File: config.mk
export PLATFORM = sky130hd
export DESIGN_NAME = csd_ram
export DESIGN_NICKNAME = d
export VERILOG_FILES = /design/src/assert_macros.svh /design/src/csd_ram.sv
export SDC_FILE = /design/constraint.sdc
export NUM_CORES = 1
export LEC_CHECK = 0
export ABC_AREA = 1
export BUFFER_PORTS_ARGS = -buffer_cell sky130_fd_sc_hd__buf_2
export CAP_MARGIN = 25
export CORE_ASPECT_RATIO = 0.7
export CORE_MARGIN = 2
export CORE_UTILIZATION = 60
export DETAILED_ROUTE_END_ITERATION = 6
export PLACE_DENSITY = 0.82
export SLEW_MARGIN = 20
export SYNTH_ARGS = -nofsm -noshare
export SYNTH_HDL_FRONTEND = slang
export SYNTH_SLANG_ARGS = --single-unit
export TNS_END_PERCENT = 20
File: constraint.sdc
create_clock -name clk -period 3.6 [get_ports clk]
set_input_delay 0.72 -clock clk [delete_from_list [all_inputs] [get_ports clk]]
set_output_delay 0.72 -clock clk [all_outputs]
set_load 0.05 [all_outputs]
File: src/assert_macros.svh
// ----------------------------------------------------------------------------
// assert_macros.svh
// Concurrent assertion macros shared by the RTL; empty under synthesis.
// ----------------------------------------------------------------------------
`ifndef ASSERT_MACROS_SVH
`define ASSERT_MACROS_SVH
`ifndef SYNTHESIS
// same-cycle implication
`define ASSERT_IMPLIES(lbl, clk, rst, ante, cons, msg) \
  lbl: assert property (@(posedge clk) disable iff (rst) (ante) |-> (cons)) \
    else $error(msg);
// next-cycle implication
`define ASSERT_NEXT(lbl, clk, rst, ante, cons, msg) \
  lbl: assert property (@(posedge clk) disable iff (rst) (ante) |=> (cons)) \
    else $error(msg);
`else
`define ASSERT_IMPLIES(lbl, clk, rst, ante, cons, msg)
`define ASSERT_NEXT(lbl, clk, rst, ante, cons, msg)
`endif
`endif

File: src/csd_ram.sv
// ----------------------------------------------------------------------------
// csd_ram
// Generic single-write, single-read RAM with registered read data.
// ----------------------------------------------------------------------------
module csd_ram #(
  parameter int WIDTH = 8,
  parameter int DEPTH = 16
) (
  input  logic                     clk,
  input  logic                     wr_en,
  input  logic [$clog2(DEPTH)-1:0] wr_addr,
  input  logic [WIDTH-1:0]         wr_data,
  input  logic                     rd_en,
  input  logic [$clog2(DEPTH)-1:0] rd_addr,
  output logic [WIDTH-1:0]         rd_data
);

  logic [WIDTH-1:0] mem [DEPTH];

  // write port
  always_ff @(posedge clk) begin
    if (wr_en) begin
      mem[wr_addr] <= wr_data;
    end
  end

  // registered read port, holds when idle
  always_ff @(posedge clk) begin
    if (rd_en) begin
      rd_data <= mem[rd_addr];
    end
  end

endmodule

==> results.sh <==
export IMPL_dr_pass1_iters=6
export IMPL_arrival_ns=2.22
export IMPL_cts_setup_buffers=0
export IMPL_hold_viol_final=0
export IMPL_synth_top_area_share_pct=69.8
export IMPL_synth_distinct_cells=11
export IMPL_synth_nets=570
export IMPL_io_pins=27
export IMPL_cts_resized=0
export IMPL_cts_sinks=136
export IMPL_routed_wl_mm=13.3
export IMPL_setup_viol=0
export IMPL_path_max_fanout=49
export IMPL_r2r_cells=6
export IMPL_synthCells=551
export IMPL_start_util_pct=61.1
export IMPL_ant_nets=0
export IMPL_crit_start="rd_addr[0]"
export IMPL_rows=30
export IMPL_grt_util_all_layers_pct=27.5
export IMPL_worstHoldStart="rd_en"
export IMPL_max_cap_violations=0
export IMPL_grt_max_degree=65
export IMPL_gp_congestion=0.925
export IMPL_min_period_ns=2.04
export IMPL_crit_required_ns=3.78
export IMPL_startpoint_type="input pin"
export IMPL_synth_area_leaders="edfxtp_1 70%, nand2_1 11%, nand3_1 8.3%"
export IMPL_use_met2_pct=39.3
export IMPL_maxSlewHeadroom_pct=38.7
export IMPL_fin_ws_ns=1.56
export IMPL_multi_input_area_mm2=0.00121
export IMPL_fin_crit_sh_pct=56.7
export IMPL_cts_clk_slew_worst_paths_ns=0.06
export IMPL_worstMarginPinSlew_ns=0.916
export IMPL_netlist_area_mm2=0.00585
export IMPL_dp_hpwl_mm=8.02
export IMPL_vias=3978
export IMPL_powerDensity_mw_per_mm2=578
export IMPL_power_total_mw=3.82
export IMPL_timing_rr_start="mem[1][2]"
export IMPL_antenna_cells=0
export IMPL_grt_pass1_vias=3838
export IMPL_hold_depth=1
export IMPL_status="complete, no violations"
export IMPL_use_met3_pct=10.4
export IMPL_cts_buffers_inserted=17
export IMPL_clk_latency_ns=0.42
export IMPL_grt_pass1_wl_mm=20.6
export IMPL_syn_area_per_cell_um2=10.6
export IMPL_areaGrowthSynthToFinish_pct=13.0
export IMPL_cts_buffer_depth=2
export IMPL_antenna_found_initial=0
export IMPL_die_h_um=86.6
export IMPL_routed_via_density=5.56
export IMPL_grt_remaining_overflow=0
export IMPL_htree_levels=4
export IMPL_rsz0062_at_grt="false"
export IMPL_drc=0
export IMPL_yosysSeqAreaShare_pct=69.8
export IMPL_seqCellArea_mm2=0.00408
export IMPL_finalSetupTns_ns=0
export IMPL_grt_busiest_layer="met1"
export IMPL_fp_coreArea_mm2=0.00957
export IMPL_layout_nets=595
export IMPL_leakagePower_nw=2.84
export IMPL_skew_ns=0.00586
export IMPL_met1_usage_pct=39.5
export IMPL_clock_root_buffer="clkbuf_16"
export IMPL_synth_top_area_cell="edfxtp_1"
export IMPL_drive_gt1_share_pct=10.5
export IMPL_fill_cells=698
export IMPL_slew_violations=0
export IMPL_dr_first_iter_drc_count=688
export IMPL_ys_ff_latch=136
export IMPL_chipWidth_um=122
export IMPL_critical_path_class="input pin to flop"
export IMPL_post_place_ws_ns=1.19
export IMPL_yosysWarnings=0
export IMPL_cp_end_kind="flop"
export IMPL_max_freq_mhz=490
export IMPL_wl_per_cell_um=18.6
export IMPL_hold_buffers=0
export IMPL_vdd_drop_max_v=0.000428
export IMPL_io_buffers=26
export IMPL_cts_tree="done"
export IMPL_hold_class="input pin to flop"
export IMPL_die_area_mm2=0.0106
[worst max-delay path, cell delays in order]
cell	delay, ns
buf_2	0.11
inv_2	0.61
buf_4	0.29
nand2_1	0.07
nand3_1	0.09
nand3_1	0.12
nand3_1	0.14
nand2_1	0.06
[layout make-up]
cell class | count | share of cell area, %
Tap cell | 128 | 2.42
Inverter | 102 | 5.79
Sequential cell | 136 | 61.8
Timing Repair Buffer | 30 | 2.42
Clock inverter | 14 | 2.76
Clock buffer | 17 | 6.44
Multi-Input combinational cell | 289 | 18.4
[through the flow]
stage                     hold WS (ns)  utilization (%)  cells  area [µm²]
final                            0.654             69.0    716        6610
after global routing             0.645             69.0    716        6610
after CTS                        0.638             69.0    716        6610
after detailed placement         0.760             62.7    685        6000
after global placement           0.743             62.7    685        6000
after floorplan                  0.683                -    551        5850
[routing by layer]
layer  share of wire (%)  vias up
met5                   0        -
met4                 1.9        0
met3                  14       26
met2                  44      278
met1                  40     1845
li1                    -     1829
[logic make-up (layout without fill, tap and decap cells)]
logic type	Yosys count	after routing	synth area share [%]
flops	136	136	69.8
simple gates	289	289	20.8
buf+inv	126	163	9.39
[cell usage after synthesis]
| cell | count |
|---|---|
| buf_6 | 6 |
| buf_4 | 4 |
| nand3b_1 | 2 |
| buf_1 | 1 |
| inv_1 | 100 |
| inv_2 | 2 |
| nand3_1 | 97 |
| edfxtp_1 | 136 |
| nor2_1 | 17 |
| buf_2 | 13 |
| nand2_1 | 173 |
[layout by cell type, fill, tap and decap left out]
cell type,synthesis,layout
clkinv_1,0,1
nor2_1,17,17
edfxtp_1,136,136
inv_2,2,2
nand3_1,97,97
buf_4,4,4
clkinv_2,0,4
clkinvlp_4,0,4
nand2_1,173,173
clkinv_4,0,1
bufinv_16,0,4
buf_2,13,26
inv_1,100,100
clkbuf_16,0,17
nand3b_1,2,2
[sequential cells by signal, summed over array words and instances, names as in the netlist]
| register | flops |
|---|---|
| rd_data | 8 |
| mem | 128 |
[where the power goes]
group | leakage (nW) | switching [mW] | internal [mW] | total [mW]
sequential | 1.24 | 0.00931 | 1.78 | 1.79
combinational | 1.31 | 0.182 | 0.0561 | 0.238
clock | 0.288 | 0.644 | 1.15 | 1.79
total | 2.84 | 0.835 | 2.99 | 3.82
[path summary, 6_finish.rpt]
check                     to  slack, ns
hold reg to reg   rd_data[3]       0.78
setup reg to reg  rd_data[2]       2.34
hold / removal    rd_data[5]       0.65
setup / recovery  rd_data[1]       1.56
Note: power is estimated with default switching activity, not from simulation.
