## config.mk

```make
export PLATFORM = sky130hd
export DESIGN_NAME = csd_job_queue
export DESIGN_NICKNAME = d
export VERILOG_FILES = /design/src/assert_macros.svh /design/src/csd_pkg.sv /design/src/csd_job_queue.sv
export SDC_FILE = /design/constraint.sdc
export NUM_CORES = 1
export LEC_CHECK = 0
export ABC_AREA = 1
export BUFFER_PORTS_ARGS = -buffer_cell sky130_fd_sc_hd__buf_2
export CELL_PAD_IN_SITES_DETAIL_PLACEMENT = 2
export CELL_PAD_IN_SITES_GLOBAL_PLACEMENT = 2
export CORE_AREA = 8 8 63 65
export DETAILED_ROUTE_END_ITERATION = 8
export DIE_AREA = 0 0 71 73
export PLACE_DENSITY_LB_ADDON = 0.1
export SLEW_MARGIN = 20
export SYNTH_ARGS = -nofsm -noshare
export SYNTH_HDL_FRONTEND = slang
export SYNTH_SLANG_ARGS = --single-unit
```

## constraint.sdc

```tcl
create_clock -name clk -period 1.45 [get_ports clk]
set_input_delay 0.145 -clock clk [delete_from_list [all_inputs] [get_ports clk]]
set_output_delay 0.145 -clock clk [all_outputs]
set_load 0.1 [all_outputs]
```

## src/assert_macros.svh

```systemverilog
// ----------------------------------------------------------------------------
// assert_macros.svh
// Concurrent assertion macros shared by the RTL; empty under synthesis.
// ----------------------------------------------------------------------------
`ifndef ASSERT_MACROS_SVH
`define ASSERT_MACROS_SVH
`ifndef SYNTHESIS
// same-cycle implication
`define ASSERT_IMPLIES(lbl, clk, rst, ante, cons, msg) \
  lbl: assert property (@(posedge clk) disable iff (rst) (ante) |-> (cons)) \
    else $error(msg);
// next-cycle implication
`define ASSERT_NEXT(lbl, clk, rst, ante, cons, msg) \
  lbl: assert property (@(posedge clk) disable iff (rst) (ante) |=> (cons)) \
    else $error(msg);
`else
`define ASSERT_IMPLIES(lbl, clk, rst, ante, cons, msg)
`define ASSERT_NEXT(lbl, clk, rst, ante, cons, msg)
`endif
`endif

```

## src/csd_pkg.sv

```systemverilog
// ----------------------------------------------------------------------------
// csd_pkg
// Types and sizing constants of the contour segment decomposer.
// ----------------------------------------------------------------------------
package csd_pkg;

  // sizing
  localparam int CONTOUR_POINTS = 64;
  localparam int COORD_BITS     = 16;
  localparam int PT_IDX_W       = $clog2(CONTOUR_POINTS);
  localparam int CNT_W          = $clog2(CONTOUR_POINTS + 1);
  localparam int STEP_W         = $clog2(2 * CONTOUR_POINTS);
  localparam int RAM_DEPTH      = 2 * CONTOUR_POINTS;
  localparam int RAM_AW         = PT_IDX_W + 1;
  localparam int PT_W           = 2 * COORD_BITS + 1;

  typedef logic signed [COORD_BITS-1:0] coord_t;

  // input point
  typedef struct packed {
    coord_t x_coord;
    coord_t y_coord;
    logic   on_curve;
    logic   contour_end;
  } pt_in_t;

  // stored point
  typedef struct packed {
    coord_t x;
    coord_t y;
    logic   on;
  } point_t;

  // output segment
  typedef struct packed {
    logic   seg_kind;
    coord_t first_x;
    coord_t first_y;
    coord_t second_x;
    coord_t second_y;
    coord_t third_x;
    coord_t third_y;
    logic   last_of_contour;
    logic   overflow;
  } seg_t;

  // closed contour waiting for the walk
  typedef struct packed {
    logic             bank;
    logic [CNT_W-1:0] n_points;
    logic             any_on;
    logic             ovf;
  } job_t;

  // point store write request
  typedef struct packed {
    logic              en;
    logic [RAM_AW-1:0] addr;
    point_t            data;
  } ram_wr_t;

endpackage

```

## src/csd_job_queue.sv

```systemverilog
// ----------------------------------------------------------------------------
// csd_job_queue
// Two-entry queue of closed contours, one per point store bank.
// ----------------------------------------------------------------------------
module csd_job_queue import csd_pkg::*; (
  input  logic clk,
  input  logic rst,
  input  logic push,
  input  job_t push_job,
  input  logic pop,
  output logic head_valid,
  output job_t head,
  output logic full
);

  job_t       entries [2];
  logic       wr_ptr;
  logic       rd_ptr;
  logic [1:0] cnt;

  assign full       = cnt == 2'd2;
  assign head_valid = cnt != 2'd0;
  assign head       = entries[rd_ptr];

  // entry payload
  always_ff @(posedge clk) begin
    if (push) begin
      entries[wr_ptr] <= push_job;
    end
  end

  // pointers and fill level
  always_ff @(posedge clk) begin
    if (rst) begin
      wr_ptr <= 1'b0;
      rd_ptr <= 1'b0;
      cnt    <= 2'd0;
    end else begin
      if (push) begin
        wr_ptr <= ~wr_ptr;
      end
      if (pop) begin
        rd_ptr <= ~rd_ptr;
      end
      if (push && !pop) begin
        cnt <= cnt + 2'd1;
      end else if (pop && !push) begin
        cnt <= cnt - 2'd1;
      end
    end
  end

endmodule

```

==> results.cfg, run 1 <==
[status]
status = finished, violations left
violations = negative setup slack

[synth]
synth_top_family_by_area = multiplexers
synthMuxAreaShare_pct = 15.2
synth_compound_area_share_pct = 1.01
synthAdderAreaFrac_pct = 1.26
syn_nets = 79
synth_xor_xnor_area_share_pct = 0.884
synth_cells = 64
synth-seq-area-share_pct = 70.7
avgSynthCellArea_um2 = 15.5
yosysWarnings = 0
syn_area_um2 = 991
yosys.area_share.simple_pct = 6.44
synth.ff_latch_count = 25
synth_cell_types = 16

[timing]
clock.fmax_mhz = 679
max_slew.worst_pin.slew_ps = 488
fin_ws_ps = -21.8
period_minus_slack_ps = 1470
finalCritPeriodShare_pct = 102
grt_setup_unrepaired = yes
fin_skew_ps = 8.28
slew_viol_final = 0
maxSlewHeadroom_pct = 67.7
hold_viol_final = 0
setup_viol = 10
setup_tns_ps = -174

[critical_path]
cp-start-kind = flop
worstPathArrival_ps = 1330
crit_path_end_kind = output port
path_max_fanout = 10
r2r-end = entries[1][9]$_DFFE_PP_
rrSetupSlack_ps = 290
r2r-start = wr_ptr$_SDFFE_PP0P_
r2r_cells = 2
crit_type = reg -> out
crit_required_ps = 1310

[routing]
viasPerCell = 4.60
routedWlPerCell_um = 17.3
drt_iter0_markers = 13
drt-total-wl_mm = 2.27
vias = 602
drc = 0
first_pass_iters = 2
drtAntennaViolNets = 0

[layout]
area_growth_pct = 41.0
multi_input_area_um2 = 248
seq_area_um2 = 702
finalNetCount = 114
drive_gt1_share_pct = 45.9
final_cell_area_mm2 = 0.00140
mostFrequentLayoutCells = edfxtp_1 (20), buf_2 (14), buf_12 (11), mux2_4 (10), inv_1 (8)
insertedDiodeCount = 0
fill_cells = 290
mostFrequentLayoutCell = edfxtp_1

[die]
initial_core_util_pct = 33.6
rows = 20
dieArea_mm2 = 0.00518
coreArea_mm2 = 0.00295
die_y_um = 73
die_width_um = 71
pin_count = 26

[power]
pwr-share-comb_pct = 34.1
powerDensity_mw_per_mm2 = 1260
ir_worst_vdd_mv = 0.530
switchingPower_mw = 0.619
p_sw_share_pct = 35.2
power_mw = 1.76
power.internal_mw = 1.14
clkPwrFrac_pct = 18.0
p_seq_share_pct = 47.8
power.leakage_nw = 0.598

[clock_network]
cts_max_path_buffers = 2
cts_made_buffers = 3
cts_tree = done
htreeDepth = 1
clk_latency_ps = 320
root_buffer = clkbuf_4
clk_pin_slew_ps = 140
clock-sinks = 25

[place]
post_dp_cell_area_mm2 = 0.00133
gp_congestion = 0.556
dp_slack_ps = 307
place_hpwl_mm = 1.73
io_buffers = 25

[global_route]
grt_pass1_vias = 718
antenna_found_initial = 0
gr-total-overflow = 0
grt_util_all_layers_pct = 9.57
grt_max_degree = 15
grt_pass1_wl_mm = 3.73

[worst_hold_path]
hp-start = push_job[9]
min_to = entries[0][9]$_DFFE_PP_
hold_depth = 1
min_path_type = in -> reg

[flow_run]
max_cap_viol_count = 0
==> cells by family (layout without fill, tap and decap cells) <==
group / Yosys count / count (layout)
buffers and inverters: 10 / 44
AND/OR/NAND/NOR: 15 / 15
flip-flops: 25 / 25
AO/OA/AOI/OAI: 2 / 2
adder cells (fa/ha/maj): 1 / 1
multiplexers: 10 / 10
XOR/XNOR: 1 / 1
==> registers in the layout (all words and copies together) (netlist names), named ones only <==
name and flops:
cnt 2, entries 20, rd_ptr 1, wr_ptr 1
==> critical path, cell delays in order (launching register included) <==
cell and delay (ps):
dfxtp_2 370, buf_12 140, mux2_4 320, buf_12 170
==> how the worst max path moves through the flow <==
stage / depth (start not counted) / start / slack, ps / end
5_1_grt: 3 / flop / -70 / head[8]
3_3_place_gp: 3 / flop / 320 / head[7]
3_5_place_dp: 2 / wr_ptr$_SDFFE_PP0P_ / 310 / entries[1][0]$_DFFE_PP_
6_report: 3 / flop / -20 / head[1]
4_1_cts: 3 / flop / -50 / head[8]
2_1_floorplan: 2 / cnt[1]$_SDFFE_PP0P_ / 160 / full
==> layout make-up <==
type | instances | share of cell area (%)
sequential | 25 | 50.2
timing repair buffer | 31 | 24.7
multi-input combinational | 29 | 17.7
tap | 33 | 2.95
inverter | 9 | 2.42
clock buffer | 3 | 1.61
clock inverter | 1 | 0.358
==> per-layer routing <==
metal / wire (um) / GRT usage, %
met2: 1160 / 16.7
met5: 0 / 0
met1: 950 / 10.1
met4: 32 / 4.85
met3: 125 / 3.16
==> per-stage QoR <==
step,hold WS [ps],utilization [%],std cells
after floorplan,217,-,64
after global placement,333,44.9,123
after detailed placement,343,44.9,123
after CTS,2.38,47.3,131
after global routing,1.12,47.3,131
final,10.0,47.3,131
==> synthesized netlist by cell type (all sizes together) <==
cell type  count  share of area [%]
a21oi          1               0.50
buf            1                1.1
dfxtp          5                 10
edfxtp        20                 61
ha             1                1.3
inv            9                3.4
mux2          10                 15
nand2          6                2.5
nand3          1               0.50
nand4          1               0.63
nor2           6                2.3
nor3           1               0.50
o21ai          1               0.50
xnor2          1               0.88
==> repair_timing <==
| action | in CTS | in global routing |
|---|---|---|
| endpoints found under the hold margin | 8 | 0 |
| endpoints found under the setup margin | 11 | 10 |
| resized for setup | 2 | 0 |
| gates cloned | 0 | 0 |
| hold buffers | 4 | 0 |
| buffers inserted | 0 | 0 |
==> power groups by stage <==
| stage | registers, mW | clock network [mW] | logic [mW] |
|---|---|---|---|
| after global placement | 0.853 | 0 | 0.585 |
| after CTS | 0.843 | 0.329 | 0.610 |
| after detailed placement | 0.860 | 0 | 0.596 |
| after floorplan | 0.851 | 0 | 0.401 |
| final | 0.842 | 0.318 | 0.601 |
| after global routing | 0.848 | 0.345 | 0.627 |
No activity file was read; power rests on OpenSTA's default activity.
==> inputs of run 2 (changes only) <==
--- a/config.mk
+++ b/config.mk
@@ -5,13 +5,13 @@
 export SDC_FILE = /design/constraint.sdc
 export NUM_CORES = 1
 export LEC_CHECK = 0
-export ABC_AREA = 1
+export ABC_AREA = 0
 export BUFFER_PORTS_ARGS = -buffer_cell sky130_fd_sc_hd__buf_2
 export CELL_PAD_IN_SITES_DETAIL_PLACEMENT = 2
 export CELL_PAD_IN_SITES_GLOBAL_PLACEMENT = 2
-export CORE_AREA = 8 8 63 65
+export CORE_AREA = 8 8 65 67
 export DETAILED_ROUTE_END_ITERATION = 8
-export DIE_AREA = 0 0 71 73
+export DIE_AREA = 0 0 73 75
 export PLACE_DENSITY_LB_ADDON = 0.1
 export SLEW_MARGIN = 20
 export SYNTH_ARGS = -nofsm -noshare
==> run 2 against run 1 <==
The flow still finishes with violations (negative setup slack). Sequential power rose by 2%. Flip-flop and latch count did not move. First-iteration DRC count rose to 3.4 times the previous value. Clock power fell by 4%. Critical path depth did not move. Critical path type unchanged. Largest power group unchanged.
==> results.cfg, run 2 <==
[layout]
drive_gt1_share_pct = 49.5
biggestRegsByFlops = entries (20), cnt (2)
largest_register_ffs = 20
mostFrequentLayoutCell = edfxtp_1
final_cell_area_mm2 = 0.00147
top_register = entries
utilization_pct = 45.6
mostFrequentLayoutCells = edfxtp_1 (20), buf_2 (13), buf_12 (11), mux2_4 (10), dlygate4sd3_1 (8)
insertedDiodeCount = 0
area_growth_pct = 58.6
finalNetCount = 109
fin_cells = 139

[synth]
synthAdderAreaFrac_pct = 1.35
synth-seq-area-share_pct = 75.5
synth.ff_latch_count = 25
syn_nets = 68
synth_edf_count = 20
avgSynthCellArea_um2 = 17.5
synthTopCellsByArea = edfxtp_1 (65%), mux2_2 (12%), dfxtp_1 (11%)
synthTopCellsByCount = edfxtp_1 (20), mux2_2 (10), dfxtp_1 (5)
yosysWarnings = 0
synth_compound_area_share_pct = 1.08
synth_top_family_by_area = multiplexers
synth_cell_types = 16
synth_xor_xnor_area_share_pct = 3.77
yosys.cell_count.top_type = edfxtp_1
synth_cells = 53
synthMuxAreaShare_pct = 12.1
yosysTopAreaCell = edfxtp_1
yosys.area_share.simple_pct = 5.26
syn_area_um2 = 928
synth-async-reset-ratio_pct = 0
netlist.area_leader.share_pct = 64.7
ys.flop_type = edfxtp_1

[routing]
first_pass_iters = 4
viasPerCell = 4.05
drtAntennaViolNets = 0
drt_iter0_markers = 44
drc = 0
vias = 563
drt-total-wl_mm = 2.09
routedWlPerCell_um = 15.1

[critical_path]
max_stage_delay_ps = 410
crit_type = reg -> out
r2r-start = cnt[0]$_SDFFE_PP0P_
crit_cells = 3
cp_top_family = flip-flops
crit_chain = buf_12 > mux2_4 > buf_12
crit_required_ps = 1310
crit_path_end_kind = output port
r2r_cells = 3
worstPathArrival_ps = 1330
critPathMostFrequentCell = buf_12
cp-start-kind = flop
crit_buf_inv = 2
crit_slowest_cell = dfxtp_4
path_max_fanout = 5

[status]
violations = negative setup slack
status = finished, violations left

[power]
power_mw = 1.84
power.leakage_nw = 0.597
ir_worst_vdd_mv = 0.401
powerDensity_mw_per_mm2 = 1250

[clock_network]
cts_max_path_buffers = 2
clk_pin_slew_ps = 140
cts_made_buffers = 3
htreeDepth = 1
root_buffer = clkbuf_4
clock-sinks = 25
clk_latency_ps = 310
cts_tree = done

[worst_hold_path]
hold_depth = 1
hp-start = push_job[4]
min_path_type = in -> reg

[timing]
grt_setup_unrepaired = yes
hold_viol_final = 0
clock.fmax_mhz = 678
setup_tns_ps = -194
fin_ws_ps = -23.9
slew_viol_final = 0
maxSlewHeadroom_pct = 79.9
max_slew.worst_pin.slew_ps = 303
period_minus_slack_ps = 1470
finalCritPeriodShare_pct = 102
worst_hold_slack_ps = 13.8
fin_skew_ps = 10.8
setup_viol = 10

[global_route]
grt_use_met2_pct = 15.9
grt_pass1_vias = 647
grt_util_all_layers_pct = 8.18
grt_max_degree = 15
grt_util_met3_pct = 1.73
met1_usage_pct = 8.24
antenna_found_initial = 0
gr-total-overflow = 0
grt.busiest_layer = met2
grt_pass1_wl_mm = 3.27

[place]
dp_cells = 126
post_dp_cell_area_mm2 = 0.00114
dp_slack_ps = 192
place_hpwl_mm = 1.39
gp_congestion = 0.609
io_buffers = 25

[flow_run]
max_cap_viol_count = 0

[die]
dieArea_mm2 = 0.00548
die_width_um = 73
rows = 21
initial_core_util_pct = 28.7
coreArea_mm2 = 0.00323
die_y_um = 75
pin_count = 26
run 2: changes by cell type in the layout (fill, tap and decap cells not counted), moves of 2 or more:
cell,delta
inv_1,-7
nand2_1,-5
xor2_1,+2
dlygate4sd3_1,+4
run 2: worst reg2reg max path: stages, from the launching register on:
cell     delay [ps]
dfxtp_1         370
xor2_1          170
or3_1           300
a21oi_1         130
run 2: final timing paths:
| kind | slack [ps] | end |
|---|---|---|
| max | -20 | head[0] |
| min | 10 | entries[1][4]$_DFFE_PP_ |
| max reg2reg | 420 | cnt[1]$_SDFFE_PP0P_ |
| min reg2reg | 520 | cnt[1]$_SDFFE_PP0P_ |
run 2: cell families (layout without fill, tap and decap cells):
group	count (synthesis)	after routing
flops	25	25
mux	10	10
simple gates	9	9
xor+xnor	4	4
compound gates	2	2
buf+inv	2	42
fa+ha+maj	1	1
run 2: power breakdown:
group | total, mW | switching, mW | internal, mW | leakage, nW
Combinational | 0.677 | 0.415 | 0.262 | 0.350
Clock | 0.305 | 0.202 | 0.103 | 0.0177
Sequential | 0.856 | 0.0264 | 0.830 | 0.230
Total | 1.84 | 0.643 | 1.20 | 0.597
run 2: what timing repair did:
| item | in CTS | in global routing |
|---|---|---|
| hold endpoints to repair | 3 | 12 |
| setup buffers | 0 | 0 |
| hold buffers | 2 | 6 |
| pin swaps | 0 | 0 |
| setup endpoints to repair | 11 | 11 |
| cloned | 1 | 0 |
| gates resized for setup | 54 | 1 |
run 2: metal layers:
metal  wire, um  vias to the layer above  part of all wire, %
li1           -                      274                    -
met1        860                      276                   41
met4          0                        0                    0
met2       1160                       13                   56
met3         68                        0                  3.3
met5          0                        -                    0
run 2: layout make-up:
type,instances,area (um^2)
timing repair buffer,37,423
tap,46,57.6
sequential,25,704
inverter,1,3.75
multi-input combinational,26,256
fill,311,1760
clock buffer,3,22.5
clock inverter,1,5.00
