**config.mk**
```make
export PLATFORM = sky130hd
export DESIGN_NAME = csd_front
export DESIGN_NICKNAME = d
export VERILOG_FILES = /design/src/assert_macros.svh /design/src/csd_pkg.sv /design/src/csd_front.sv
export SDC_FILE = /design/constraint.sdc
export NUM_CORES = 1
export LEC_CHECK = 0
export ABC_AREA = 1
export BUFFER_PORTS_ARGS = -buffer_cell sky130_fd_sc_hd__buf_4
export CORE_ASPECT_RATIO = 1.1
export CORE_UTILIZATION = 33
export CTS_CLUSTER_DIAMETER = 50
export DETAILED_ROUTE_END_ITERATION = 16
export PLACE_DENSITY = 0.77
export SLEW_MARGIN = 20
export SYNTH_ARGS = -nofsm -noshare
export SYNTH_HDL_FRONTEND = slang
export SYNTH_SLANG_ARGS = --single-unit
```
**constraint.sdc**
```tcl
create_clock -name clk -period 1.1 [get_ports clk]
set_input_delay 0.22 -clock clk [delete_from_list [all_inputs] [get_ports clk]]
set_output_delay 0.22 -clock clk [all_outputs]
set_load 0.05 [all_outputs]
```
**src/assert_macros.svh**
```systemverilog
// ----------------------------------------------------------------------------
// assert_macros.svh
// Concurrent assertion macros shared by the RTL; empty under synthesis.
// ----------------------------------------------------------------------------
`ifndef ASSERT_MACROS_SVH
`define ASSERT_MACROS_SVH
`ifndef SYNTHESIS
// same-cycle implication
`define ASSERT_IMPLIES(lbl, clk, rst, ante, cons, msg) \
  lbl: assert property (@(posedge clk) disable iff (rst) (ante) |-> (cons)) \
    else $error(msg);
// next-cycle implication
`define ASSERT_NEXT(lbl, clk, rst, ante, cons, msg) \
  lbl: assert property (@(posedge clk) disable iff (rst) (ante) |=> (cons)) \
    else $error(msg);
`else
`define ASSERT_IMPLIES(lbl, clk, rst, ante, cons, msg)
`define ASSERT_NEXT(lbl, clk, rst, ante, cons, msg)
`endif
`endif

```
**src/csd_pkg.sv**
```systemverilog
// ----------------------------------------------------------------------------
// csd_pkg
// Types and sizing constants of the contour segment decomposer.
// ----------------------------------------------------------------------------
package csd_pkg;

  // sizing
  localparam int CONTOUR_POINTS = 64;
  localparam int COORD_BITS     = 16;
  localparam int PT_IDX_W       = $clog2(CONTOUR_POINTS);
  localparam int CNT_W          = $clog2(CONTOUR_POINTS + 1);
  localparam int STEP_W         = $clog2(2 * CONTOUR_POINTS);
  localparam int RAM_DEPTH      = 2 * CONTOUR_POINTS;
  localparam int RAM_AW         = PT_IDX_W + 1;
  localparam int PT_W           = 2 * COORD_BITS + 1;

  typedef logic signed [COORD_BITS-1:0] coord_t;

  // input point
  typedef struct packed {
    coord_t x_coord;
    coord_t y_coord;
    logic   on_curve;
    logic   contour_end;
  } pt_in_t;

  // stored point
  typedef struct packed {
    coord_t x;
    coord_t y;
    logic   on;
  } point_t;

  // output segment
  typedef struct packed {
    logic   seg_kind;
    coord_t first_x;
    coord_t first_y;
    coord_t second_x;
    coord_t second_y;
    coord_t third_x;
    coord_t third_y;
    logic   last_of_contour;
    logic   overflow;
  } seg_t;

  // closed contour waiting for the walk
  typedef struct packed {
    logic             bank;
    logic [CNT_W-1:0] n_points;
    logic             any_on;
    logic             ovf;
  } job_t;

  // point store write request
  typedef struct packed {
    logic              en;
    logic [RAM_AW-1:0] addr;
    point_t            data;
  } ram_wr_t;

endpackage

```
**src/csd_front.sv**
```systemverilog
// ----------------------------------------------------------------------------
// csd_front
// Accepts points, writes them into the free bank and closes contours.
// ----------------------------------------------------------------------------
module csd_front import csd_pkg::*; (
  input  logic    clk,
  input  logic    rst,
  input  logic    pt_valid,
  output logic    pt_stall,
  input  pt_in_t  pt_data,
  input  logic    q_full,
  output ram_wr_t ram_wr,
  output logic    push,
  output job_t    push_job
);

  logic [CNT_W-1:0] count;
  logic [CNT_W-1:0] count_next;
  logic             any_on;
  logic             any_on_next;
  logic             ovf;
  logic             ovf_next;
  logic             bank;
  logic             accept;
  logic             room;

  // both banks busy: hold the producer
  assign pt_stall = q_full;
  assign accept   = pt_valid && !q_full;
  assign room     = count < CNT_W'(CONTOUR_POINTS);

  // store write
  assign ram_wr.en   = accept && room;
  assign ram_wr.addr = {bank, count[PT_IDX_W-1:0]};
  assign ram_wr.data = '{x: pt_data.x_coord, y: pt_data.y_coord, on: pt_data.on_curve};

  // contour state after this point
  assign count_next  = room ? count + 1'b1 : count;
  assign any_on_next = any_on | (room & pt_data.on_curve);
  assign ovf_next    = ovf | !room;

  // closing point hands the contour to the back end
  assign push     = accept && pt_data.contour_end;
  assign push_job = '{bank: bank, n_points: count_next, any_on: any_on_next, ovf: ovf_next};

  always_ff @(posedge clk) begin
    if (rst) begin
      count  <= '0;
      any_on <= 1'b0;
      ovf    <= 1'b0;
      bank   <= 1'b0;
    end else if (accept) begin
      if (pt_data.contour_end) begin
        count  <= '0;
        any_on <= 1'b0;
        ovf    <= 1'b0;
        bank   <= ~bank;
      end else begin
        count  <= count_next;
        any_on <= any_on_next;
        ovf    <= ovf_next;
      end
    end
  end

endmodule

```
==> results.sh, run 1 <==
export IMPL_status="finished, violations left"
export IMPL_violations="setup timing"
export IMPL_reg2reg_slack_ps=-100
export IMPL_drcViolationCount=0
export IMPL_cts_htree_levels=1
export IMPL_start_util=0.348
export IMPL_postSynthNetCount=168
export IMPL_synth_distinct_cells=25
export IMPL_globalRoute_busiestLayer="met2"
export IMPL_die_x_um=53.4
export IMPL_grt_util_all_layers=0.160
export IMPL_drtIter0Drc=9
export IMPL_seqCellArea_um2=220
export IMPL_async_flop_share=0
export IMPL_instances_no_fill=171
export IMPL_grt_max_degree=9
export IMPL_ant_nets=0
export IMPL_hold_buffers=0
export IMPL_gp_congestion=0.790
export IMPL_synth_most_common_cell="buf_4"
export IMPL_yosys_top_cells_count="45 x buf_4, 18 x nand2_1, 13 x inv_1"
export IMPL_die_area_mm2=0.00312
export IMPL_syn_cell_area_um2=958
export IMPL_grt_antenna_before_repair=0
export IMPL_synth_seq_cells=10
export IMPL_rsz0062_at_grt="yes"
export IMPL_rr_endpoint="count[3]"
export IMPL_period_needed_ps=1520
export IMPL_root_buffer="clkbuf_4"
export IMPL_slew_viol_final=0
export IMPL_seq_area_frac_synth=0.209
export IMPL_overflow=0
export IMPL_synth_top_area_cell="buf_4"
export IMPL_place_ws_ps=-176
export IMPL_antennaDiodeCount=0
export IMPL_p_per_area_mw_per_mm2=684
export IMPL_startpoint_type="flip-flop"
export IMPL_die_h_um=58.5
export IMPL_syn_to_final_growth_pct=44.9
export IMPL_hold_ws_ps=179
export IMPL_dpl_hpwl_mm=1.70
export IMPL_worst_clock_skew_ps=0.555
export IMPL_num_rows=20
export IMPL_synth_warnings=0
export IMPL_nets=178
export IMPL_clkTransAtPathRegs_ps=80
export IMPL_wirelength_mm=2.48
export IMPL_yosysTopAreaCellShare=0.352
export IMPL_fin_util=0.505
export IMPL_synthCells=129
export IMPL_crit_type="reg2out"
export IMPL_multi_input_area_um2=484
export IMPL_drv_cap=0
export IMPL_p_leak_uw=0.000642
export IMPL_peakVddDrop_mv=0.352
export IMPL_hold_start="rst"
export IMPL_worst_pin_slew_ps=176
export IMPL_wl_per_cell_um=14.5
export IMPL_fin_crit_sh=1.38
export IMPL_syn_area_per_cell_um2=7.43
export IMPL_io_buffer_count=26
export IMPL_layout_setup_ws_ps=-415
export IMPL_cts_tree="done"
export IMPL_via_per_inst=4.64
export IMPL_cts_buffer_depth=2
export IMPL_nFillCells=249
export IMPL_grt_use_met3=0.0310
export IMPL_cp_required_ps=880
export IMPL_boundaryPins=91
export IMPL_relSlewSlack=0.883
export IMPL_hold_end="count[4]"
export IMPL_drtPass1Iterations=4
export IMPL_core_mm2=0.00275
export IMPL_max_freq_mhz=660
export IMPL_synth_edf_count=0
export IMPL_worstPathMaxFanout=3
export IMPL_setup_viol=16
export IMPL_dpl_cell_count=160
export IMPL_synth_area_top_cells="buf_4 35%, dfxtp_1 21%, nand2_1 7.0%"
export IMPL_vias=794
export IMPL_finalHoldViolCount=0
export IMPL_cts_buffers=3
export IMPL_worstRegToRegCells=8
export IMPL_use_met2=0.261
export IMPL_drive_above_1_share=0.725
export IMPL_cp_arrival_ps=1300
export IMPL_grt_pass1_vias=790
export IMPL_reg2reg_from="count[1]"
export IMPL_cp_end_kind="output pin"
export IMPL_clock_sinks=10
export IMPL_synth_ff_type="dfxtp_1"
export IMPL_hold_depth=2
export IMPL_hold_path_class="in2reg"
export IMPL_grtUsageMet1=0.156
export IMPL_grt_pass1_wl_mm=3.57
export IMPL_clkLatencyLatePin_ps=280
## routing by layer
| layer | part of all wire | wire, µm | vias up |
|---|---|---|---|
| li1 | - | - | 372 |
| met1 | 0.35 | 856 | 356 |
| met2 | 0.50 | 1250 | 36 |
| met3 | 0.068 | 168 | 30 |
| met4 | 0.084 | 209 | 0 |
| met5 | 0 | 0 | - |
## cell families after synthesis
group	synth area share
AO/OA/AOI/OAI	0.0927
AND/OR/NAND/NOR	0.247
flip-flops	0.209
buffers and inverters	0.420
adder cells (fa/ha/maj)	0.0131
XOR/XNOR	0.0183
## layout by cell type, fill, tap and decap left out, drive strengths merged
master	count
a21oi	7
a211oi	1
nor2	11
a22oi	1
xnor2	1
dfxtp	10
nand2	25
o21ai	3
nand4	1
a21o	1
inv	15
buf	51
ha	1
and2	1
nand3	4
clkbuf	4
xor2	1
## stage by stage
stage	TNS (ps)	area (µm²)	power [µW]
floorplan	-421	1030	834
global placement	-1090	1060	566
detailed placement	-1340	1060	570
CTS	-3700	1290	936
global route	-4670	1390	981
finish	-3900	1390	950
## power by group
group          switching, µW  leakage, µW  internal, µW
clock                    158    0.0000210           201
sequential              6.55    0.0000860           359
combinational            139     0.000535          84.7
total                    304     0.000642           645
## flip-flops by register name (all words and copies together), names as in the netlist
name    count
count       7
bank        1
any_on      1
ovf         1
## what timing repair did
action / in CTS / in global routing
setup buffers: 2 / 9
resized for setup: 50 / 18
pin swaps: 3 / 6
endpoints found under the setup margin: 22 / 24
## worst max-delay path, stage by stage (launching register included)
cell and delay (ps):
dfxtp_4 370, nand2_2 70, nor2_4 140, nand3_1 110, and2_4 180, buf_8 140
## final cells by class
cell class	count	share of cell area
clock buffer	4	0.0261
tap	33	0.0297
timing repair buffer	51	0.389
multi-input combinational	58	0.349
sequential	10	0.159
inverter	15	0.0477
## how the worst max path moves through the flow
stage	slack, ps	depth (start not counted)	to	startpoint
finish	-420	5	push_job[7]	count[1]
global route	-470	7	push_job[4]	count[1]
CTS	-410	6	push_job[8]	count[0]
detailed placement	-180	6	push_job[6]	count[1]
global placement	-160	7	push_job[4]	count[1]
floorplan	-110	8	count[2]	count[0]
No activity file was read; power rests on OpenSTA's default activity.
==> inputs of run 2 (changes only) <==
--- a/config.mk
+++ b/config.mk
@@ -5,13 +5,12 @@
 export SDC_FILE = /design/constraint.sdc
 export NUM_CORES = 1
 export LEC_CHECK = 0
-export ABC_AREA = 1
 export BUFFER_PORTS_ARGS = -buffer_cell sky130_fd_sc_hd__buf_4
 export CORE_ASPECT_RATIO = 1.1
-export CORE_UTILIZATION = 33
+export CORE_UTILIZATION = 31
 export CTS_CLUSTER_DIAMETER = 50
 export DETAILED_ROUTE_END_ITERATION = 16
-export PLACE_DENSITY = 0.77
+export PLACE_DENSITY = 0.76
 export SLEW_MARGIN = 20
 export SYNTH_ARGS = -nofsm -noshare
 export SYNTH_HDL_FRONTEND = slang
==> results.sh, run 2 <==
export IMPL_slowest_delay_ps=340
export IMPL_cp_arrival_ps=1430
export IMPL_layout_setup_ws_ps=-548
export IMPL_nets=155
export IMPL_cp_cell_sequence="and3b_2, and2_4, xor2_4, buf_6"
export IMPL_worst_pin_slew_ps=378
export IMPL_final_common_cell="buf_6"
export IMPL_overflow=0
export IMPL_grt_max_degree=9
export IMPL_max_freq_mhz=607
export IMPL_cts_tree="done"
export IMPL_cts_buffers=3
export IMPL_tns_ps=-5650
export IMPL_syn_cell_area_um2=856
export IMPL_setup_viol=21
export IMPL_vias=705
export IMPL_yosysTopAreaCellShare=0.386
export IMPL_synth_edf_count=0
export IMPL_rsz0062_at_grt="yes"
export IMPL_ant_nets=0
export IMPL_root_buffer="clkbuf_4"
export IMPL_hold_end="count[5]"
export IMPL_instances_no_fill=146
export IMPL_reg2reg_from="count[6]"
export IMPL_worstPathMaxFanout=4
export IMPL_grt_util_all_layers=0.159
export IMPL_postSynthNetCount=146
export IMPL_drv_cap=0
export IMPL_worstRegToRegCells=9
export IMPL_antennaDiodeCount=0
export IMPL_startpoint_type="flip-flop"
export IMPL_syn_to_final_growth_pct=56.4
export IMPL_p_per_area_mw_per_mm2=694
export IMPL_boundaryPins=91
export IMPL_relSlewSlack=0.747
export IMPL_cpMaxStageDelayCell="dfxtp_2"
export IMPL_grt_pass1_vias=774
export IMPL_status="finished, violations left"
export IMPL_rr_endpoint="count[5]"
export IMPL_fin_crit_sh=1.50
export IMPL_hold_depth=2
export IMPL_async_flop_share=0
export IMPL_syn_area_per_cell_um2=8.00
export IMPL_die_x_um=52.1
export IMPL_synth_top_area_cell="buf_4"
export IMPL_cts_htree_levels=1
export IMPL_io_buffer_count=26
export IMPL_synth_warnings=0
export IMPL_drcViolationCount=0
export IMPL_grt_antenna_before_repair=0
export IMPL_synth_ff_type="dfxtp_1"
export IMPL_synth_seq_cells=10
export IMPL_clkLatencyLatePin_ps=270
export IMPL_top_register="count"
export IMPL_dpl_cell_count=130
export IMPL_largest_register_ff_count=7
export IMPL_cp_required_ps=880
export IMPL_synthCells=107
export IMPL_reg2reg_slack_ps=-480
export IMPL_drtIter0Drc=11
export IMPL_gp_congestion=0.770
export IMPL_num_rows=19
export IMPL_finalHoldViolCount=0
export IMPL_placed_area_um2=967
export IMPL_postLayoutCellArea_mm2=0.00134
export IMPL_peakVddDrop_mv=0.475
export IMPL_wl_per_cell_um=15.2
export IMPL_slew_viol_final=0
export IMPL_seq_area_frac_synth=0.234
export IMPL_nFillCells=208
export IMPL_yosys_top_cells_count="44 x buf_4, 10 x dfxtp_1, 10 x nor2_1"
export IMPL_die_h_um=57.1
export IMPL_hold_buffers=0
export IMPL_via_per_inst=4.83
export IMPL_drive_above_1_share=0.765
export IMPL_wirelength_mm=2.22
export IMPL_synth_area_top_cells="buf_4 39%, dfxtp_1 23%, xnor2_1 5.1%"
export IMPL_die_area_mm2=0.00297
export IMPL_crit_type="reg2out"
export IMPL_cts_buffer_depth=2
export IMPL_cp_end_kind="output pin"
export IMPL_worst_clock_skew_ps=2.57
export IMPL_period_needed_ps=1650
export IMPL_synth_most_common_cell="buf_4"
export IMPL_core_mm2=0.00257
export IMPL_final_cell_mix="23 x buf_6, 19 x buf_4, 9 x buf_8"
export IMPL_drtPass1Iterations=4
export IMPL_hold_start="rst"
export IMPL_violations="setup timing"
export IMPL_clock_sinks=10
export IMPL_p_leak_uw=0.000584
export IMPL_start_util=0.333
export IMPL_grt_pass1_wl_mm=3.54
export IMPL_hold_path_class="in2reg"
export IMPL_synth_distinct_cells=29
export IMPL_clkTransAtPathRegs_ps=70
export IMPL_dpl_hpwl_mm=1.49
-- run 2: kinds of logic after synthesis --
| kind of cell | count (synthesis) | synth area share |
|---|---|---|
| AO/OA/AOI/OAI | 13 | 0.0877 |
| XOR/XNOR | 6 | 0.0614 |
| adder cells (fa/ha/maj) | 1 | 0.0146 |
| buffers and inverters | 49 | 0.418 |
| flip-flops | 10 | 0.234 |
| multiplexers | 1 | 0.0132 |
| AND/OR/NAND/NOR | 27 | 0.171 |
-- run 2: layout make-up --
type	instances	area, µm²	area share
inverters	2	10.0	0.00748
multi-input cells	48	497	0.371
flip-flops and latches	10	220	0.164
well taps	31	38.8	0.0290
repair buffers	51	537	0.401
clock buffers	4	36.3	0.0271
-- run 2: where the power goes --
part / internal (µW) / switching, µW / total (µW)
Sequential: 360 / 6.31 / 366
Clock: 201 / 143 / 345
Combinational: 89.8 / 129 / 219
-- run 2: metal layers --
layer / routed length, µm / track usage / share of wire / vias to the layer above
met3: 181 / 0.0427 / 0.082 / 14
li1: - / - / - / 320
met4: 93 / 0.116 / 0.042 / 0
met1: 708 / 0.154 / 0.32 / 329
met5: 0 / 0 / 0 / -
met2: 1240 / 0.280 / 0.56 / 42
-- run 2: critical path, delay by kind of cell, from the launching register on --
family	cells	cell delay, ps
flip-flops	1	340
XOR/XNOR	1	130
AND/OR/NAND/NOR	2	500
buffers and inverters	1	170
-- run 2: metrics by stage --
step / utilization / total power (µW) / hold slack, ps / setup WS (ps)
2_1_floorplan: - / 830 / 394 / -343
3_3_place_gp: 0.377 / 561 / 440 / -238
3_5_place_dp: 0.377 / 563 / 440 / -261
4_1_cts: 0.485 / 923 / 161 / -503
5_1_grt: 0.521 / 971 / 177 / -592
6_report: 0.521 / 929 / 160 / -548
-- run 2: repair_timing --
item | 4_1_cts | 5_1_grt
endpoints found under the hold margin | 0 | 0
pin swaps | 9 | 14
endpoints found under the setup margin | 21 | 26
setup buffers | 9 | 10
gates resized for setup | 50 | 22
-- run 2: worst max path at each step --
stage / start / endpoint / slack (ps) / cells after the start
2_1_floorplan: count[0] / count[4] / -340 / 5
3_3_place_gp: count[1] / push_job[6] / -240 / 4
3_5_place_dp: count[1] / push_job[6] / -260 / 4
4_1_cts: count[6] / push_job[7] / -500 / 4
5_1_grt: count[0] / push_job[6] / -590 / 4
6_report: count[6] / push_job[7] / -550 / 4
==> inputs of run 3 (changes only) <==
--- a/config.mk
+++ b/config.mk
@@ -5,7 +5,7 @@
 export SDC_FILE = /design/constraint.sdc
 export NUM_CORES = 1
 export LEC_CHECK = 0
-export BUFFER_PORTS_ARGS = -buffer_cell sky130_fd_sc_hd__buf_4
+export BUFFER_PORTS_ARGS = -buffer_cell sky130_fd_sc_hd__buf_2
 export CORE_ASPECT_RATIO = 1.1
 export CORE_UTILIZATION = 31
 export CTS_CLUSTER_DIAMETER = 50
==> results.sh, run 3 (same netlist as run 2, synthesis figures left out) <==
export IMPL_status="finished, violations left"
export IMPL_violations="setup timing"
export IMPL_hold_start="rst"
export IMPL_overflow=0
export IMPL_core_mm2=0.00257
export IMPL_worstRegToRegCells=8
export IMPL_met2_length_mm=1.19
export IMPL_boundaryPins=91
export IMPL_slowest_delay_ps=360
export IMPL_fin_crit_sh=1.48
export IMPL_top_register="count"
export IMPL_wl_per_cell_um=14.3
export IMPL_grt_util_all_layers=0.134
export IMPL_crit_buf_inv=1
export IMPL_ant_nets=0
export IMPL_nFillCells=222
export IMPL_cp_end_kind="output pin"
export IMPL_die_x_um=52.1
export IMPL_peakVddDrop_mv=0.482
export IMPL_vias=655
export IMPL_cts_buffers=3
export IMPL_startpoint_type="flip-flop"
export IMPL_nets=152
export IMPL_reg2reg_slack_ps=-450
export IMPL_layout_setup_ws_ps=-531
export IMPL_critical_path_startpoint="count[0]"
export IMPL_grt_max_degree=9
export IMPL_cpMaxStageDelayCell="dfxtp_4"
export IMPL_crit_family="flip-flops"
export IMPL_clkTransAtPathRegs_ps=70
export IMPL_final_common_cell="buf_4"
export IMPL_grt_pass1_wl_mm=3.00
export IMPL_drtPass1Iterations=4
export IMPL_cp_arrival_ps=1410
export IMPL_clock_sinks=10
export IMPL_drive_above_1_share=0.732
export IMPL_drv_cap=0
export IMPL_drtIter0Drc=14
export IMPL_highest_layer="met4"
export IMPL_cp_required_ps=880
export IMPL_via_per_inst=4.58
export IMPL_root_buffer="clkbuf_4"
export IMPL_dpl_cell_count=131
export IMPL_io_buffer_count=26
export IMPL_reg2reg_from="count[0]"
export IMPL_finalHoldViolCount=0
export IMPL_hold_path_class="in2reg"
export IMPL_relSlewSlack=0.734
export IMPL_wl_met1_um=650
export IMPL_rsz0062_at_grt="yes"
export IMPL_final_cell_mix="18 x buf_4, 14 x buf_6, 8 x nor2_1, 8 x buf_8, 7 x buf_2"
export IMPL_rr_endpoint="count[4]"
export IMPL_cts_htree_levels=1
export IMPL_p_leak_uw=0.000544
export IMPL_seqCellArea_um2=216
export IMPL_drcViolationCount=0
export IMPL_dpl_hpwl_mm=1.36
export IMPL_cts_buffer_depth=2
export IMPL_worst_pin_slew_ps=398
export IMPL_hold_end="count[3]"
export IMPL_die_area_mm2=0.00297
export IMPL_start_util=0.333
export IMPL_hold_depth=2
export IMPL_period_needed_ps=1630
export IMPL_num_rows=19
export IMPL_die_h_um=57.1
export IMPL_cp_cell_sequence="ha_4, nand4b_1, xnor2_4, buf_6"
export IMPL_multi_input_area_um2=488
export IMPL_postLayoutCellArea_mm2=0.00123
export IMPL_instances_no_fill=143
export IMPL_hold_buffers=0
export IMPL_worstPathMaxFanout=3
export IMPL_grt_antenna_before_repair=0
export IMPL_placed_area_um2=910
export IMPL_antennaDiodeCount=0
export IMPL_gp_congestion=0.822
export IMPL_setup_viol=19
export IMPL_largest_register_ff_count=7
export IMPL_wirelength_mm=2.04
export IMPL_slew_viol_final=0
export IMPL_clkLatencyLatePin_ps=260
export IMPL_max_freq_mhz=613
export IMPL_p_per_area_mw_per_mm2=675
export IMPL_cts_tree="done"
export IMPL_wl_met3_um=173
export IMPL_grt_pass1_vias=660
export IMPL_syn_to_final_growth_pct=44.0
export IMPL_worst_clock_skew_ps=0.745
export IMPL_crit_type="reg2out"
[run 3: cell count changes in the layout (fill, tap and decap cells not counted), sizes merged]
cell	previous run	this run
clkinv	0	1
buf	51	47
[run 3: layer usage]
metal  global-route usage  up-vias
met5                    0        -
met4               0.0734        0
met3               0.0400        6
met2                0.231       34
met1                0.142      302
li1                     -      313
[run 3: cell type report]
| type | instances | area share |
|---|---|---|
| Clock buffer | 3 | 0.0183 |
| Clock inverter | 1 | 0.00305 |
| Inverter | 2 | 0.00609 |
| Multi-Input combinational cell | 48 | 0.396 |
| Sequential cell | 10 | 0.176 |
| Tap cell | 31 | 0.0315 |
| Timing Repair Buffer | 48 | 0.370 |
[run 3: worst max-delay path by stage]
stage	to	slack, ps	cells after the start
6_report	push_job[6]	-530	4
5_1_grt	push_job[6]	-590	4
4_1_cts	push_job[7]	-480	4
3_5_place_dp	push_job[7]	-340	4
3_3_place_gp	push_job[6]	-290	4
2_1_floorplan	count[4]	-340	5
[run 3: timing repair]
action,4_1_cts,5_1_grt
pin swaps,6,9
endpoints found under the setup margin,24,24
resized for setup,53,19
cloned,0,0
setup buffers,4,8
[run 3: power by group]
group	switching [µW]	internal (µW)	total (µW)	leakage (µW)
Sequential	5.81	362	367	0.0000853
Clock	126	131	257	0.0000154
Combinational	127	80.8	207	0.000444
[run 3: metrics by stage]
step / worst slack, ps / hold WS (ps) / utilization / setup TNS, ps / power [µW]
after CTS: -482 / 213 / 0.446 / -4750 / 831
after floorplan: -343 / 394 / - / -2550 / 830
after detailed placement: -340 / 440 / 0.354 / -2520 / 544
after global routing: -585 / 225 / 0.480 / -5890 / 874
final: -531 / 222 / 0.480 / -4960 / 832
after global placement: -290 / 440 / 0.354 / -2190 / 542
